--- src/hdl/ftl_pkg.sv ---
`timescale 1ns / 1ps
// ----------------------------------------------------------------------------
// ftl_pkg: shared types and constants for the token lexer
// Character classes, the front-to-back queue entry and token kind codes.
// ----------------------------------------------------------------------------
package ftl_pkg;

  typedef logic [7:0] char_t;
  typedef logic [3:0] class_t;
  typedef logic [1:0] done_t;

  // character classes, most specific first
  localparam class_t CL_NONPRINT = 4'd0;
  localparam class_t CL_SPACE    = 4'd1;
  localparam class_t CL_DIGIT    = 4'd2;
  localparam class_t CL_SIGN     = 4'd3;
  localparam class_t CL_EXP      = 4'd4;
  localparam class_t CL_DOT      = 4'd5;
  localparam class_t CL_QUOTE    = 4'd6;
  localparam class_t CL_BSLASH   = 4'd7;
  localparam class_t CL_PRINT    = 4'd8;

  // kind of token a character completes
  localparam done_t DONE_NONE   = 2'd0;
  localparam done_t DONE_NUMBER = 2'd1;
  localparam done_t DONE_STRING = 2'd2;
  localparam done_t DONE_SYMBOL = 2'd3;

  // one classified character on its way to the automaton
  typedef struct packed {
    char_t  ch;
    class_t cls;
  } lex_item_t;

  localparam int QUEUE_DEPTH = 2;

endpackage

--- src/hdl/ftl_front.sv ---
`timescale 1ns / 1ps
// ----------------------------------------------------------------------------
// ftl_front: input stage
// Takes one character per transfer, classifies it and registers the result.
// ----------------------------------------------------------------------------
module ftl_front (
  input  logic              clk,
  input  logic              rst_n,
  input  logic              in_valid,
  output logic              in_ready,
  input  ftl_pkg::char_t    in_char,
  output logic              item_valid,
  input  logic              item_ready,
  output ftl_pkg::lex_item_t item
);
  import ftl_pkg::*;

  class_t    cls;
  logic      vld_r;
  logic      vld_nxt;
  lex_item_t item_r;

  always_comb begin
    if (in_char == 8'h20) begin
      cls = CL_SPACE;
    end else if (in_char >= 8'h30 && in_char <= 8'h39) begin
      cls = CL_DIGIT;
    end else if (in_char == 8'h2B || in_char == 8'h2D) begin
      cls = CL_SIGN;
    end else if (in_char == 8'h65 || in_char == 8'h45) begin
      cls = CL_EXP;
    end else if (in_char == 8'h2E) begin
      cls = CL_DOT;
    end else if (in_char == 8'h22) begin
      cls = CL_QUOTE;
    end else if (in_char == 8'h5C) begin
      cls = CL_BSLASH;
    end else if (in_char > 8'h20 && in_char < 8'h7F) begin
      cls = CL_PRINT;
    end else begin
      cls = CL_NONPRINT;
    end
  end

  assign in_ready   = !vld_r || item_ready;
  assign vld_nxt    = in_ready ? in_valid : vld_r;
  assign item_valid = vld_r;
  assign item       = item_r;

  always_ff @(posedge clk) begin
    if (!rst_n) begin
      vld_r <= 1'b0;
    end else begin
      vld_r <= vld_nxt;
    end
  end

  always_ff @(posedge clk) begin
    if (in_valid && in_ready) begin
      item_r.ch  <= in_char;
      item_r.cls <= cls;
    end
  end

endmodule

--- src/hdl/ftl_queue.sv ---
`timescale 1ns / 1ps
// ----------------------------------------------------------------------------
// ftl_queue: short queue between front and back
// Circular buffer of classified characters; registered entries.
// ----------------------------------------------------------------------------
module ftl_queue (
  input  logic               clk,
  input  logic               rst_n,
  input  logic               push_valid,
  output logic               push_ready,
  input  ftl_pkg::lex_item_t push_item,
  output logic               pop_valid,
  input  logic               pop_ready,
  output ftl_pkg::lex_item_t pop_item
);
  import ftl_pkg::*;

  localparam int PTR_W = (QUEUE_DEPTH > 1) ? $clog2(QUEUE_DEPTH) : 1;
  localparam int CNT_W = $clog2(QUEUE_DEPTH + 1);

  typedef logic [PTR_W-1:0] ptr_t;
  typedef logic [CNT_W-1:0] cnt_t;

  lex_item_t mem [QUEUE_DEPTH];
  ptr_t      wr_ptr_r, wr_ptr_nxt;
  ptr_t      rd_ptr_r, rd_ptr_nxt;
  cnt_t      cnt_r, cnt_nxt;
  logic      push, pop;

  assign push_ready = cnt_r != cnt_t'(QUEUE_DEPTH);
  assign pop_valid  = cnt_r != '0;
  assign pop_item   = mem[rd_ptr_r];
  assign push       = push_valid && push_ready;
  assign pop        = pop_valid && pop_ready;

  always_comb begin
    wr_ptr_nxt = wr_ptr_r;
    rd_ptr_nxt = rd_ptr_r;
    cnt_nxt    = cnt_r;
    if (push) begin
      wr_ptr_nxt = (wr_ptr_r == ptr_t'(QUEUE_DEPTH - 1)) ? '0 : wr_ptr_r + ptr_t'(1);
    end
    if (pop) begin
      rd_ptr_nxt = (rd_ptr_r == ptr_t'(QUEUE_DEPTH - 1)) ? '0 : rd_ptr_r + ptr_t'(1);
    end
    if (push && !pop) begin
      cnt_nxt = cnt_r + cnt_t'(1);
    end else if (pop && !push) begin
      cnt_nxt = cnt_r - cnt_t'(1);
    end
  end

  always_ff @(posedge clk) begin
    if (!rst_n) begin
      wr_ptr_r <= '0;
      rd_ptr_r <= '0;
      cnt_r    <= '0;
    end else begin
      wr_ptr_r <= wr_ptr_nxt;
      rd_ptr_r <= rd_ptr_nxt;
      cnt_r    <= cnt_nxt;
    end
  end

  always_ff @(posedge clk) begin
    if (push) begin
      mem[wr_ptr_r] <= push_item;
    end
  end

  // occupancy tracks the pointers
  a_cnt_range: assert property (@(posedge clk) disable iff (!rst_n)
    cnt_r <= cnt_t'(QUEUE_DEPTH))
    else $error("queue count out of range");
  a_ptr_gap: assert property (@(posedge clk) disable iff (!rst_n)
    (cnt_r == '0) |-> (wr_ptr_r == rd_ptr_r))
    else $error("empty queue with unequal pointers");
  a_cnt_step: assert property (@(posedge clk) disable iff (!rst_n)
    (push && !pop) |=> (cnt_r == $past(cnt_r) + cnt_t'(1)))
    else $error("push did not raise count");

endmodule

--- src/hdl/ftl_engine.sv ---
`timescale 1ns / 1ps
// ----------------------------------------------------------------------------
// ftl_engine: lexer automaton and result register
// One state transition per classified character; result held until taken.
// ----------------------------------------------------------------------------
module ftl_engine (
  input  logic               clk,
  input  logic               rst_n,
  input  logic               item_valid,
  output logic               item_ready,
  input  ftl_pkg::lex_item_t item,
  output logic               out_valid,
  input  logic               out_ready,
  output ftl_pkg::char_t     out_char,
  output logic               out_tok,
  output ftl_pkg::done_t     out_done,
  output logic               out_err
);
  import ftl_pkg::*;

  localparam logic [3:0] ST_NEUTRAL     = 4'd0;
  localparam logic [3:0] ST_SIGN        = 4'd1;
  localparam logic [3:0] ST_DIGITS      = 4'd2;
  localparam logic [3:0] ST_DOT_AFTER   = 4'd3;
  localparam logic [3:0] ST_DOT_BEFORE  = 4'd4;
  localparam logic [3:0] ST_EXP         = 4'd5;
  localparam logic [3:0] ST_FRAC_DIGITS = 4'd6;
  localparam logic [3:0] ST_EXP_SIGN    = 4'd7;
  localparam logic [3:0] ST_EXP_DIGITS  = 4'd8;
  localparam logic [3:0] ST_STR_START   = 4'd9;
  localparam logic [3:0] ST_STR_TEXT    = 4'd10;
  localparam logic [3:0] ST_STR_ESC     = 4'd11;
  localparam logic [3:0] ST_STR_ESCAPED = 4'd12;
  localparam logic [3:0] ST_SYM_CHAR    = 4'd13;

  // targets above the state range end a token or flag an error
  localparam logic [4:0] GO_NUMBER = 5'd16;
  localparam logic [4:0] GO_STRING = 5'd17;
  localparam logic [4:0] GO_SYMBOL = 5'd18;
  localparam logic [4:0] GO_ERROR  = 5'd19;

  logic [3:0] state_r, state_nxt;
  logic [4:0] tgt;
  logic       sp, dg, sg, ex, dt, qt, bs, pr;
  logic       take;
  logic       tok, err;
  done_t      done;

  logic       out_valid_r;
  char_t      out_char_r;
  logic       out_tok_r;
  done_t      out_done_r;
  logic       out_err_r;

  assign sp = item.cls == CL_SPACE;
  assign dg = item.cls == CL_DIGIT;
  assign sg = item.cls == CL_SIGN;
  assign ex = item.cls == CL_EXP;
  assign dt = item.cls == CL_DOT;
  assign qt = item.cls == CL_QUOTE;
  assign bs = item.cls == CL_BSLASH;
  assign pr = item.cls != CL_NONPRINT;

  always_comb begin
    unique case (state_r)
      ST_SIGN: begin
        if (sp)      tgt = GO_SYMBOL;
        else if (dg) tgt = {1'b0, ST_DIGITS};
        else if (dt) tgt = {1'b0, ST_DOT_BEFORE};
        else if (pr) tgt = {1'b0, ST_SYM_CHAR};
        else         tgt = GO_ERROR;
      end
      ST_DIGITS: begin
        if (sp)      tgt = GO_NUMBER;
        else if (dg) tgt = {1'b0, ST_DIGITS};
        else if (ex) tgt = {1'b0, ST_EXP};
        else if (dt) tgt = {1'b0, ST_DOT_AFTER};
        else         tgt = GO_ERROR;
      end
      ST_DOT_AFTER, ST_FRAC_DIGITS: begin
        if (sp)      tgt = GO_NUMBER;
        else if (dg) tgt = {1'b0, ST_FRAC_DIGITS};
        else if (ex) tgt = {1'b0, ST_EXP};
        else         tgt = GO_ERROR;
      end
      ST_DOT_BEFORE: begin
        if (sp)      tgt = GO_SYMBOL;
        else if (dg) tgt = {1'b0, ST_FRAC_DIGITS};
        else if (ex) tgt = {1'b0, ST_EXP};
        else if (pr) tgt = {1'b0, ST_SYM_CHAR};
        else         tgt = GO_ERROR;
      end
      ST_EXP: begin
        if (sg)      tgt = {1'b0, ST_EXP_SIGN};
        else if (dg) tgt = {1'b0, ST_EXP_DIGITS};
        else         tgt = GO_ERROR;
      end
      ST_EXP_SIGN: begin
        if (dg) tgt = {1'b0, ST_EXP_DIGITS};
        else    tgt = GO_ERROR;
      end
      ST_EXP_DIGITS: begin
        if (sp)      tgt = GO_NUMBER;
        else if (dg) tgt = {1'b0, ST_EXP_DIGITS};
        else         tgt = GO_ERROR;
      end
      ST_STR_START: begin
        // no escape right after the opening quote
        if (qt)             tgt = GO_STRING;
        else if (pr && !bs) tgt = {1'b0, ST_STR_TEXT};
        else                tgt = GO_ERROR;
      end
      ST_STR_TEXT, ST_STR_ESCAPED: begin
        if (qt)      tgt = GO_STRING;
        else if (bs) tgt = {1'b0, ST_STR_ESC};
        else if (pr) tgt = {1'b0, ST_STR_TEXT};
        else         tgt = GO_ERROR;
      end
      ST_STR_ESC: begin
        if (pr) tgt = {1'b0, ST_STR_ESCAPED};
        else    tgt = GO_ERROR;
      end
      ST_SYM_CHAR: begin
        if (sp)      tgt = GO_SYMBOL;
        else if (pr) tgt = {1'b0, ST_SYM_CHAR};
        else         tgt = GO_ERROR;
      end
      default: begin
        // neutral, and unused codes behave the same
        if (sp)      tgt = {1'b0, ST_NEUTRAL};
        else if (sg) tgt = {1'b0, ST_SIGN};
        else if (dg) tgt = {1'b0, ST_DIGITS};
        else if (dt) tgt = {1'b0, ST_DOT_BEFORE};
        else if (qt) tgt = {1'b0, ST_STR_START};
        else if (pr) tgt = {1'b0, ST_SYM_CHAR};
        else         tgt = GO_ERROR;
      end
    endcase
  end

  always_comb begin
    done = DONE_NONE;
    err  = 1'b0;
    tok  = 1'b0;
    unique case (tgt)
      GO_NUMBER: done = DONE_NUMBER;
      GO_STRING: done = DONE_STRING;
      GO_SYMBOL: done = DONE_SYMBOL;
      GO_ERROR:  err  = 1'b1;
      default:   tok  = (tgt[3:0] != ST_NEUTRAL) && (tgt[3:0] != ST_STR_START);
    endcase
  end

  assign take       = item_valid && item_ready;
  assign item_ready = !out_valid_r || out_ready;
  assign state_nxt  = !take   ? state_r :
                      tgt[4]  ? ST_NEUTRAL : tgt[3:0];

  always_ff @(posedge clk) begin
    if (!rst_n) begin
      state_r     <= ST_NEUTRAL;
      out_valid_r <= 1'b0;
    end else begin
      state_r <= state_nxt;
      if (item_ready) begin
        out_valid_r <= item_valid;
      end
    end
  end

  always_ff @(posedge clk) begin
    if (take) begin
      out_char_r <= item.ch;
      out_tok_r  <= tok;
      out_done_r <= done;
      out_err_r  <= err;
    end
  end

  assign out_valid = out_valid_r;
  assign out_char  = out_char_r;
  assign out_tok   = out_tok_r;
  assign out_done  = out_done_r;
  assign out_err   = out_err_r;

  a_end_neutral: assert property (@(posedge clk) disable iff (!rst_n)
    (take && (tgt[4] || err)) |=> (state_r == ST_NEUTRAL))
    else $error("automaton not back to neutral after token end or error");
  a_err_clean: assert property (@(posedge clk) disable iff (!rst_n)
    (out_valid_r && out_err_r) |-> (out_done_r == DONE_NONE && !out_tok_r))
    else $error("error result carries token marks");
  a_done_not_tok: assert property (@(posedge clk) disable iff (!rst_n)
    (out_valid_r && out_done_r != DONE_NONE) |-> !out_tok_r)
    else $error("completing character marked as token text");
  a_hold_state: assert property (@(posedge clk) disable iff (!rst_n)
    !take |=> $stable(state_r))
    else $error("state moved without a transfer");

endmodule

--- src/hdl/forth_token_lexer.sv ---
`timescale 1ns / 1ps
// ----------------------------------------------------------------------------
// forth_token_lexer: character-at-a-time lexer for space-delimited tokens
// Numbers (sign, fraction, exponent), quoted strings with escapes, symbols.
// ----------------------------------------------------------------------------
//
//   channel   direction  handshake            payload
//   in_       input      in_valid / in_ready  in_char_in
//   out_      output     out_valid/out_ready  out_char_out, out_in_token,
//                                             out_token_done, out_lex_error
//
// One character per cycle sustained while out_ready holds high; the
// automaton makes one transition per transfer out of a single state
// register. An input transfer reaches out_valid through the classify
// register, the two-entry queue and the result register.
// Synchronous active-low reset puts the automaton in neutral and empties
// every stage. An output stall fills the result register, then the queue,
// then the classify register before in_ready drops.
// ----------------------------------------------------------------------------
module forth_token_lexer (
  input  logic           clk,
  input  logic           rst_n,
  input  logic           in_valid,
  output logic           in_ready,
  input  ftl_pkg::char_t in_char_in,
  output logic           out_valid,
  input  logic           out_ready,
  output ftl_pkg::char_t out_char_out,
  output logic           out_in_token,
  output ftl_pkg::done_t out_token_done,
  output logic           out_lex_error
);
  import ftl_pkg::*;

  // front to queue
  logic      f_valid, f_ready;
  lex_item_t f_item;
  // queue to engine
  logic      q_valid, q_ready;
  lex_item_t q_item;

  // classify each character as it arrives
  ftl_front u_front (
    .clk        (clk),
    .rst_n      (rst_n),
    .in_valid   (in_valid),
    .in_ready   (in_ready),
    .in_char    (in_char_in),
    .item_valid (f_valid),
    .item_ready (f_ready),
    .item       (f_item)
  );

  // decouples the front from stalls at the result side
  ftl_queue u_queue (
    .clk        (clk),
    .rst_n      (rst_n),
    .push_valid (f_valid),
    .push_ready (f_ready),
    .push_item  (f_item),
    .pop_valid  (q_valid),
    .pop_ready  (q_ready),
    .pop_item   (q_item)
  );

  // automaton state and result register
  ftl_engine u_engine (
    .clk        (clk),
    .rst_n      (rst_n),
    .item_valid (q_valid),
    .item_ready (q_ready),
    .item       (q_item),
    .out_valid  (out_valid),
    .out_ready  (out_ready),
    .out_char   (out_char_out),
    .out_tok    (out_in_token),
    .out_done   (out_token_done),
    .out_err    (out_lex_error)
  );

endmodule

--- config.mk ---
export PLATFORM = sky130hd
export DESIGN_NAME = forth_token_lexer
export DESIGN_NICKNAME = d
export VERILOG_FILES = /design/src/hdl/ftl_pkg.sv /design/src/hdl/ftl_front.sv /design/src/hdl/ftl_queue.sv /design/src/hdl/ftl_engine.sv /design/src/hdl/forth_token_lexer.sv
export SDC_FILE = /design/constraint.sdc
export NUM_CORES = 1
export LEC_CHECK = 0
export ABC_AREA = 0
export BUFFER_PORTS_ARGS = -buffer_cell sky130_fd_sc_hd__clkbuf_2
export CORE_MARGIN = 4
export CORE_UTILIZATION = 55
export DETAILED_ROUTE_END_ITERATION = 7
export GPL_ROUTABILITY_DRIVEN = 0
export PLACE_DENSITY = 0.74
export SETUP_SLACK_MARGIN = 0.15
export SLEW_MARGIN = 20
export SYNTH_ARGS = -nofsm -noshare
export SYNTH_HDL_FRONTEND = slang
export SYNTH_SLANG_ARGS = --single-unit
--- constraint.sdc ---
create_clock -name clk -period 3.2 [get_ports clk]
set_input_delay 0.32 -clock clk [delete_from_list [all_inputs] [get_ports clk]]
set_output_delay 0.32 -clock clk [all_outputs]
set_load 0.005 [all_outputs]
; Word-level counts from Yosys, hierarchy flattened
; Memories as Yosys holds them, arrays and structs flattened. A register that Yosys moved wholly into a read port is not among the register bits.
; Index checks and enable logic that the tools add are counted.
[op_classes]
add_sub_neg = 4
n_lt_le_gt_ge = 4
eq_ne = 34
muxes = 48
reduce_logical = 27
[op_table]
columns = cell, count
row1 = 5-bit two-way mux, 29
row2 = 5-bit one-hot mux with 11 select lines, 1
row3 = "8-bit by 6-bit == test with 1-bit output, second input constant", 5
row4 = "4-bit by 3-bit == test with 1-bit output, second input constant", 8
row5 = "4-bit == test, second input constant", 6
row6 = "8-bit by 7-bit == test with 1-bit output, second input constant", 3
row7 = "5-bit == test, second input constant", 4
row8 = "4-bit by 2-bit == test with 1-bit output, second input constant", 4
row9 = 3-bit two-way mux, 4
row10 = 1-bit logical AND, 9
row11 = "4-bit by 1-bit == test with 1-bit output, second input constant", 2
row12 = "8-bit by 6-bit >= comparator with 1-bit output, second input constant", 1
row13 = "8-bit by 6-bit > comparator with 1-bit output, second input constant", 1
row14 = "8-bit by 6-bit less-or-equal comparator with 1-bit output, second input constant", 1
row15 = "8-bit by 7-bit < comparator with 1-bit output, second input constant", 1
row16 = 2-bit two-way mux, 4
row17 = 4-bit two-way mux, 2
row18 = 4-bit nonzero test, 2
row19 = 1-bit two-way mux, 7
row20 = 7-bit OR reduction, 1
row21 = 2-bit one-hot mux with 3 select lines, 1
row22 = 1-bit zero test, 5
row23 = 1-bit logical OR, 4
row24 = "4-bit inequality test, second input constant", 1
row25 = 8 further kinds, 11
[totals]
register_bits = 34
ramBits = 24
input_bits = 12
word_cells = 132
n_memories = 1
[mem_list]
columns = memory, depth, width, rd, rd_clocked_by_memory_dff, wr, line_no
row1 = u_queue.mem, 2, 12, 1, 1, 1, ftl_queue.sv:24  ; lex_item_t mem [QUEUE_DEPTH];

; Depth between registers and ports, before layout
; Gate-level depths: netlist of run 1.
[depth]
depth_word = 10
depth_mapped = 9
depth_no_buf = 7

; Cells and area by module
; Synthesis of run 1 repeated with hierarchy kept, for this count alone.
[hier_totals]
cells_unflattened = 302
hier_area_um2 = 3393.3
[modules_own_cells]
columns = mod, n_inst, cells_each, area_per_inst_um2
row1 = ftl_engine, 1, 186, 1647.8
row2 = ftl_queue, 1, 61, 1103.6
row3 = ftl_front, 1, 55, 641.9

; Least setup slack after synthesis of run 1
; Ideal clock, no wire load.
[synth_timing]
path_kind = register to register
start = register u_engine.out_valid_r, in the netlist u_engine.out_valid
end = register u_queue.cnt_r[1]
setup_time_ns = 0.072
t_arrival_ns = 2.177
path_slack_ns = 0.951
stages_incl_launch_ff = 7
path_buffers = 0
period_less_slack_ns = 2.249
cell_sequence = dfxtp_1 nor2b_1 nor2_1 inv_1 ha_1 or3_1 a21oi_1
[synth_between]
elab_chain_len = 6
word_cells_on_any_way = 8
cone_classes = mux: 1 / reduce/logical: 7
[synth_rtl]
columns = item, line_no
row1 = from (decl), ftl_engine.sv:49  ; logic out_valid_r;
row2 = from (signal assigned), ftl_engine.sv:166  ; out_valid_r <= item_valid;
row3 = 1-bit zero test (*), ftl_engine.sv:155  ; assign item_ready = !out_valid_r || out_ready;
row4 = 1-bit logical OR (*), ftl_engine.sv:155
row5 = 1-bit logical AND (*), -
row6 = via u_engine.take, ftl_engine.sv:45  ; logic take;
row7 = 1-bit zero test, -
row8 = 1-bit logical AND, ftl_queue.sv:46  ; if (push && !pop) begin
row9 = 2-bit two-way mux or 2-bit nonzero test (tied branches), -
row10 = to (signal assigned), ftl_queue.sv:61  ; cnt_r <= cnt_nxt;
row11 = to (decl), ftl_queue.sv:27  ; cnt_t cnt_r, cnt_nxt;
; Mark *: on every way through the listed nets, which the timed path passes. The rest lies on a longest branch.
; A chain may end at the register's enable or synchronous reset.

==> metrics, run 1 <==
outcome=finished, final reports clean; Tot GR Track Use=0.196; pwr dens=974 nW/um^2; switching power share of the total=0.377; first drt pass iteration count=5; via count=2432; Chip Width=83.3 um; setup TNS=0 ns; fmax=0.380 GHz; syn_area_per_cell=10.9 um^2; ant diodes=0; Area Overhead vs Synth=12.9%; post-synthesis sequential area ratio=0.533; initial core utilization=0.566; CTS Root Cell=clkbuf_8; Seq cells post-synth=59; Ys Warns=0; Worst setup EP type=flop; CTS Buffer Depth=2; Top FF cell, synth=edfxtp_1; Post-synth EDFFs=48; DRC Markers=0; hold-fix buffers at CTS=0; power share of the sequential group=0.348; DRT iter0 DRCs=168; Leakage=1.25 nW; IO Count=26; Yosys cell types=64; Post-Syn Area=3120 um^2; Slew Viols, Final=0; post-cts sizing count=0; first-pass GRT wire length=10900 um; htree depth=3; Die Area=6940 um^2; port bufs=25; post-synthesis async set-or-reset flop share=0; Final setup viols=0; Final #Nets=326; maximum fanout along the worst path=8; Mapped Nets=300; cell-internal power=0.00214 W; clock skew=0.00922 ns; Worst-path clk slew=0.07 ns; Min Clock Period, post-route=2.63 ns; Post-Syn Instances=287; Fin. Hold Viols=0; total grt overflow=0; crit path DAT=2.70 ns; post-route ant nets=0; CP Launch Type=flop; CTS Buf Count=9; worst vdd ir=553 uV; Clock Power Share=0.215; # rows=27; Comb pwr share=0.437; Via-to-Cell Ratio=6.24; CORE AREA=5510 um^2; number of global-route vias before repair=2285; most common cell after layout, fill and taps aside=edfxtp_1; layout cells sized above 1=0.217; placed wire-length estimate=4670 um; worst slew pin tran=0.756 ns; drt wl/cell=16.8 um; Clk Latency, worst-skew pair=0.33 ns; WL final=6560 um; largest net degree at the start of global routing=22; commonest cells after routing, fill and taps aside=edfxtp_1, nor2_1, clkbuf_2; final cell utilization of the core=0.639; Rel. slew slack=0.481; Net Switching=0.00129 W; initial antenna violation count=0; critical path type=reg2reg; Tcrit/Tclk final=0.823; RSZ-0062 raised after global routing=no; WP data required=3.27 ns; setup bufs post-CTS=0; TritonCTS clock tree=done; Hold WC Path Type=in2reg; CTS Sinks=59; Max-Cap Viols=0; Layout fillers=435; Chip Height=83.3 um
## flip-flops by register name, summed over array words and instances (netlist names), named ones only
register            count
u_engine.out_err        1
u_front.item           12
u_engine.out_char       8
u_queue.cnt_r           2
u_queue.wr_ptr_r        1
u_engine.out_tok        1
u_engine.out_done       2
u_queue.rd_ptr_r        1
u_engine.out_valid      1
u_front.item_valid      1
u_engine.state_r        4
u_queue.mem            24
## layer usage
metal	part of all wire	vias up	global-route usage
li1	-	1152	-
met1	0.40	1118	0.235
met2	0.48	123	0.316
met3	0.063	39	0.0466
met4	0.056	0	0.122
met5	0	-	0
## final timing paths
path	from	endpoint	slack (ns)	cells after the start
max	flop	u_engine.out_done[1]	0.57	7
min	in_valid	u_front.item_valid	0.21	3
max reg2reg	flop	u_engine.out_done[1]	0.57	7
min reg2reg	u_front.item[1]	u_queue.mem[0][1]	0.44	0
## Yosys cell counts, drive strengths merged, types with 2 or more instances
| library cell | instances | area [um^2] |
|---|---|---|
| or3 | 2 | 12.5 |
| xnor2 | 6 | 52.6 |
| nor3 | 14 | 70.1 |
| or4 | 2 | 15.0 |
| nor4b | 3 | 32.5 |
| a31oi | 5 | 31.3 |
| mux2i | 2 | 23.8 |
| nand3b | 3 | 22.5 |
| a32oi | 5 | 43.8 |
| o32ai | 6 | 60.1 |
| o21ai | 12 | 60.1 |
| dfxtp | 11 | 220 |
| xor2 | 4 | 35.0 |
| mux2 | 10 | 116 |
| o22ai | 2 | 12.5 |
| a21o | 2 | 15.0 |
| buf | 5 | 37.5 |
| a41oi | 2 | 17.5 |
| inv | 5 | 18.8 |
| o211ai | 2 | 20.0 |
| edfxtp | 48 | 1440 |
| nand2b | 4 | 25.0 |
| and3 | 2 | 12.5 |
| nor2 | 35 | 134 |
| a2bb2oi | 2 | 17.5 |
| and2 | 3 | 18.8 |
| nand2 | 19 | 71.3 |
| a211oi | 4 | 30.0 |
| or2 | 3 | 18.8 |
| clkbuf | 11 | 41.3 |
| o21bai | 2 | 15.0 |
| nor4 | 3 | 40.0 |
| a21oi | 15 | 78.8 |
| o31ai | 5 | 37.5 |
| nor3b | 2 | 25.0 |
| nor2b | 5 | 31.3 |
| a31o | 2 | 17.5 |
| nand3 | 6 | 30.0 |
## critical path: stages (launching register included)
cell      delay, ns
dfxtp_1        0.48
mux2i_1        0.69
nand2_1        0.16
o211ai_1       0.28
o21ai_1        0.16
o32ai_2        0.41
xnor2_1        0.16
nor2_1         0.05
## layout make-up
type	instances	area, um^2	area share
inverter	6	22.5	0.00640
clock inverter	5	77.6	0.0220
sequential	59	1660	0.472
timing repair buffer	31	170	0.0483
multi-input combinational	206	1360	0.386
tap	72	90.1	0.0256
clock buffer	11	141	0.0402
## power groups by stage
| stage | Sequential (W) | Combinational [W] | Clock (W) |
|---|---|---|---|
| finish | 0.00119 | 0.00150 | 0.000736 |
| global route | 0.00121 | 0.00163 | 0.000794 |
| detailed placement | 0.00121 | 0.00147 | 0 |
| floorplan | 0.00114 | 0.00117 | 0 |
| global placement | 0.00120 | 0.00146 | 0 |
| CTS | 0.00119 | 0.00148 | 0.000753 |
## kinds of logic after synthesis
kind of cell | Yosys count | share of synthesized area
simple gates | 109 | 0.187
compound gates | 74 | 0.171
flops | 59 | 0.533
buf+inv | 22 | 0.0325
mux | 12 | 0.0449
xor+xnor | 10 | 0.0281
fa+ha+maj | 1 | 0.00401
## stage by stage
stage	power (W)	worst slack (ns)	hold WS [ns]	instances	instance area, um^2
2_1_floorplan	0.00231	0.951	0.419	287	3120
5_1_grt	0.00363	0.433	0.223	390	3520
3_5_place_dp	0.00268	0.609	0.434	374	3300
4_1_cts	0.00343	0.588	0.197	390	3520
3_3_place_gp	0.00266	0.671	0.423	374	3300
6_report	0.00343	0.566	0.212	390	3520
Power figures use the tool's default switching activity.
==> inputs of run 2 (changes only) <==
- clock period: 3.2 -> 2.5 ns (I/O delays scaled with it)
==> metrics, run 2 (synthesis results as in run 1) <==
Die Area=6940 um^2 (unchanged); Max-Cap Viols=0 (unchanged); Hold WC Path Type=in2reg; maximum fanout along the worst path=5 (-3); Fin. Hold Viols=0 (unchanged); placed wire-length estimate=4890 um (+4.7%); DRT iter0 DRCs=181 (+7.7%); worst slew pin tran=0.547 ns (-0.209 ns); commonest cells after routing, fill and taps aside=edfxtp_1, nor2_1, clkbuf_2; Worst setup EP type=flop; CTS Sinks=59 (unchanged); Final #Nets=345 (+5.8%); Area Overhead vs Synth=20.3%; setup TNS=0 ns (unchanged); Final setup viols=0 (unchanged); Worst-path clk slew=0.07 ns (about the same); initial antenna violation count=0 (unchanged); Most flops, register=u_queue.mem; Clk Latency, worst-skew pair=0.33 ns (about the same); ant diodes=0 (unchanged); drt wl/cell=17.3 um (+2.8%); hold-fix buffers at CTS=0 (unchanged); Min Clock Period, post-route=2.37 ns (-0.260 ns); clock skew=0.0103 ns (+0.00110 ns); critical path type=reg2reg; Tcrit/Tclk final=0.950 (+0.126); number of global-route vias before repair=2395 (+4.8%); outcome=finished, final reports clean; hold slack=0.146 ns (-0.0664 ns); CTS Buffer Depth=2 (unchanged); Chip Height=83.3 um (unchanged); CTS Buf Count=9 (unchanged); CP Launch Type=flop; total grt overflow=0 (unchanged); initial core utilization=0.566 (unchanged); Tot GR Track Use=0.201 (+0.00523); Slew Viols, Final=0 (unchanged); WP data required=2.56 ns (-0.71 ns); crit path DAT=2.44 ns (-0.26 ns); fmax=0.421 GHz (+11%); CORE AREA=5510 um^2 (unchanged); IO Count=26 (unchanged); via count=2579 (+6.0%); first-pass GRT wire length=11200 um (+2.9%); port bufs=25 (unchanged); htree depth=3 (unchanged); layout cells sized above 1=0.297 (+0.0798); CTS Root Cell=clkbuf_8; first drt pass iteration count=5 (unchanged); DRC Markers=0 (unchanged); largest net degree at the start of global routing=23 (+4.5%); pwr dens=1260 nW/um^2 (+30%); Via-to-Cell Ratio=6.31 (+1.1%); post-route ant nets=0 (unchanged); Largest register FFs=24 (unchanged); RSZ-0062 raised after global routing=yes; Rel. slew slack=0.635 (+0.154); worst vdd ir=536 uV (-3.0%); most common cell after layout, fill and taps aside=edfxtp_1; TritonCTS clock tree=done; WL final=7070 um (+7.8%); # rows=27 (unchanged); Leakage=1.36 nW (+9.0%); Chip Width=83.3 um (unchanged)
-- run 2: changes by cell type in the layout (fill, tap and decap cells not counted), moves of 2 or more --
cell        previous run  this run
clkinvlp_4             0         2
dfxtp_1               11         9
buf_4                  6        21
nor3_2                 0         2
buf_12                 0         3
nor3_1                14        12
-- run 2: timing repair --
action / 4_1_cts / 5_1_grt
pin swaps: 2 / 5
setup endpoints to repair: 6 / 7
gates resized for setup: 4 / 11
gates cloned: 0 / 1
setup buffers: 2 / 5
-- run 2: path summary, 6_finish.rpt --
path                        endpoint  slack, ns  cells past startpoint              start
setup / recovery    u_engine.out_tok       0.13                      8  u_queue.mem[1][3]
hold / removal    u_front.item_valid       0.15                      3           in_valid
setup reg to reg    u_engine.out_tok       0.13                      8  u_queue.mem[1][3]
hold reg to reg    u_queue.mem[0][5]       0.45                      0    u_front.item[5]
-- run 2: metal layers --
layer	track usage	part of all wire
met1	0.237	0.38
met2	0.339	0.50
met3	0.0397	0.075
met4	0.116	0.045
met5	0	0
-- run 2: layout make-up --
type | instances | area [um^2]
Fill cell | 412 | 1760
Sequential cell | 59 | 1670
Multi-Input combinational cell | 206 | 1410
Timing Repair Buffer | 50 | 368
Clock buffer | 9 | 124
Tap cell | 72 | 90.1
Clock inverter | 7 | 67.6
Inverter | 6 | 22.5
-- run 2: worst max-delay path: stages, from the launching register on --
cell and delay [ns]:
edfxtp_1 0.50, or3b_4 0.46, o22a_1 0.26, a21oi_1 0.18
o32ai_2 0.12, nor4_2 0.22, buf_4 0.17, xnor2_1 0.12
a31oi_1 0.10
-- run 2: stage by stage --
step	cells	util	area (um^2)	total power (W)	worst slack [ns]
3_5_place_dp	385	0.621	3420	0.00368	0.0675
5_1_grt	409	0.681	3750	0.00501	0.0352
3_3_place_gp	385	0.621	3420	0.00364	0.143
4_1_cts	403	0.662	3650	0.00460	0.132
2_1_floorplan	287	-	3120	0.00296	0.251
6_report	409	0.681	3750	0.00474	0.126
-- run 2: report_power, final --
group	total [W]	internal (W)	switching (W)
logic	0.00239	0.00112	0.00127
clock network	0.000829	0.000456	0.000373
registers	0.00152	0.00135	0.000175
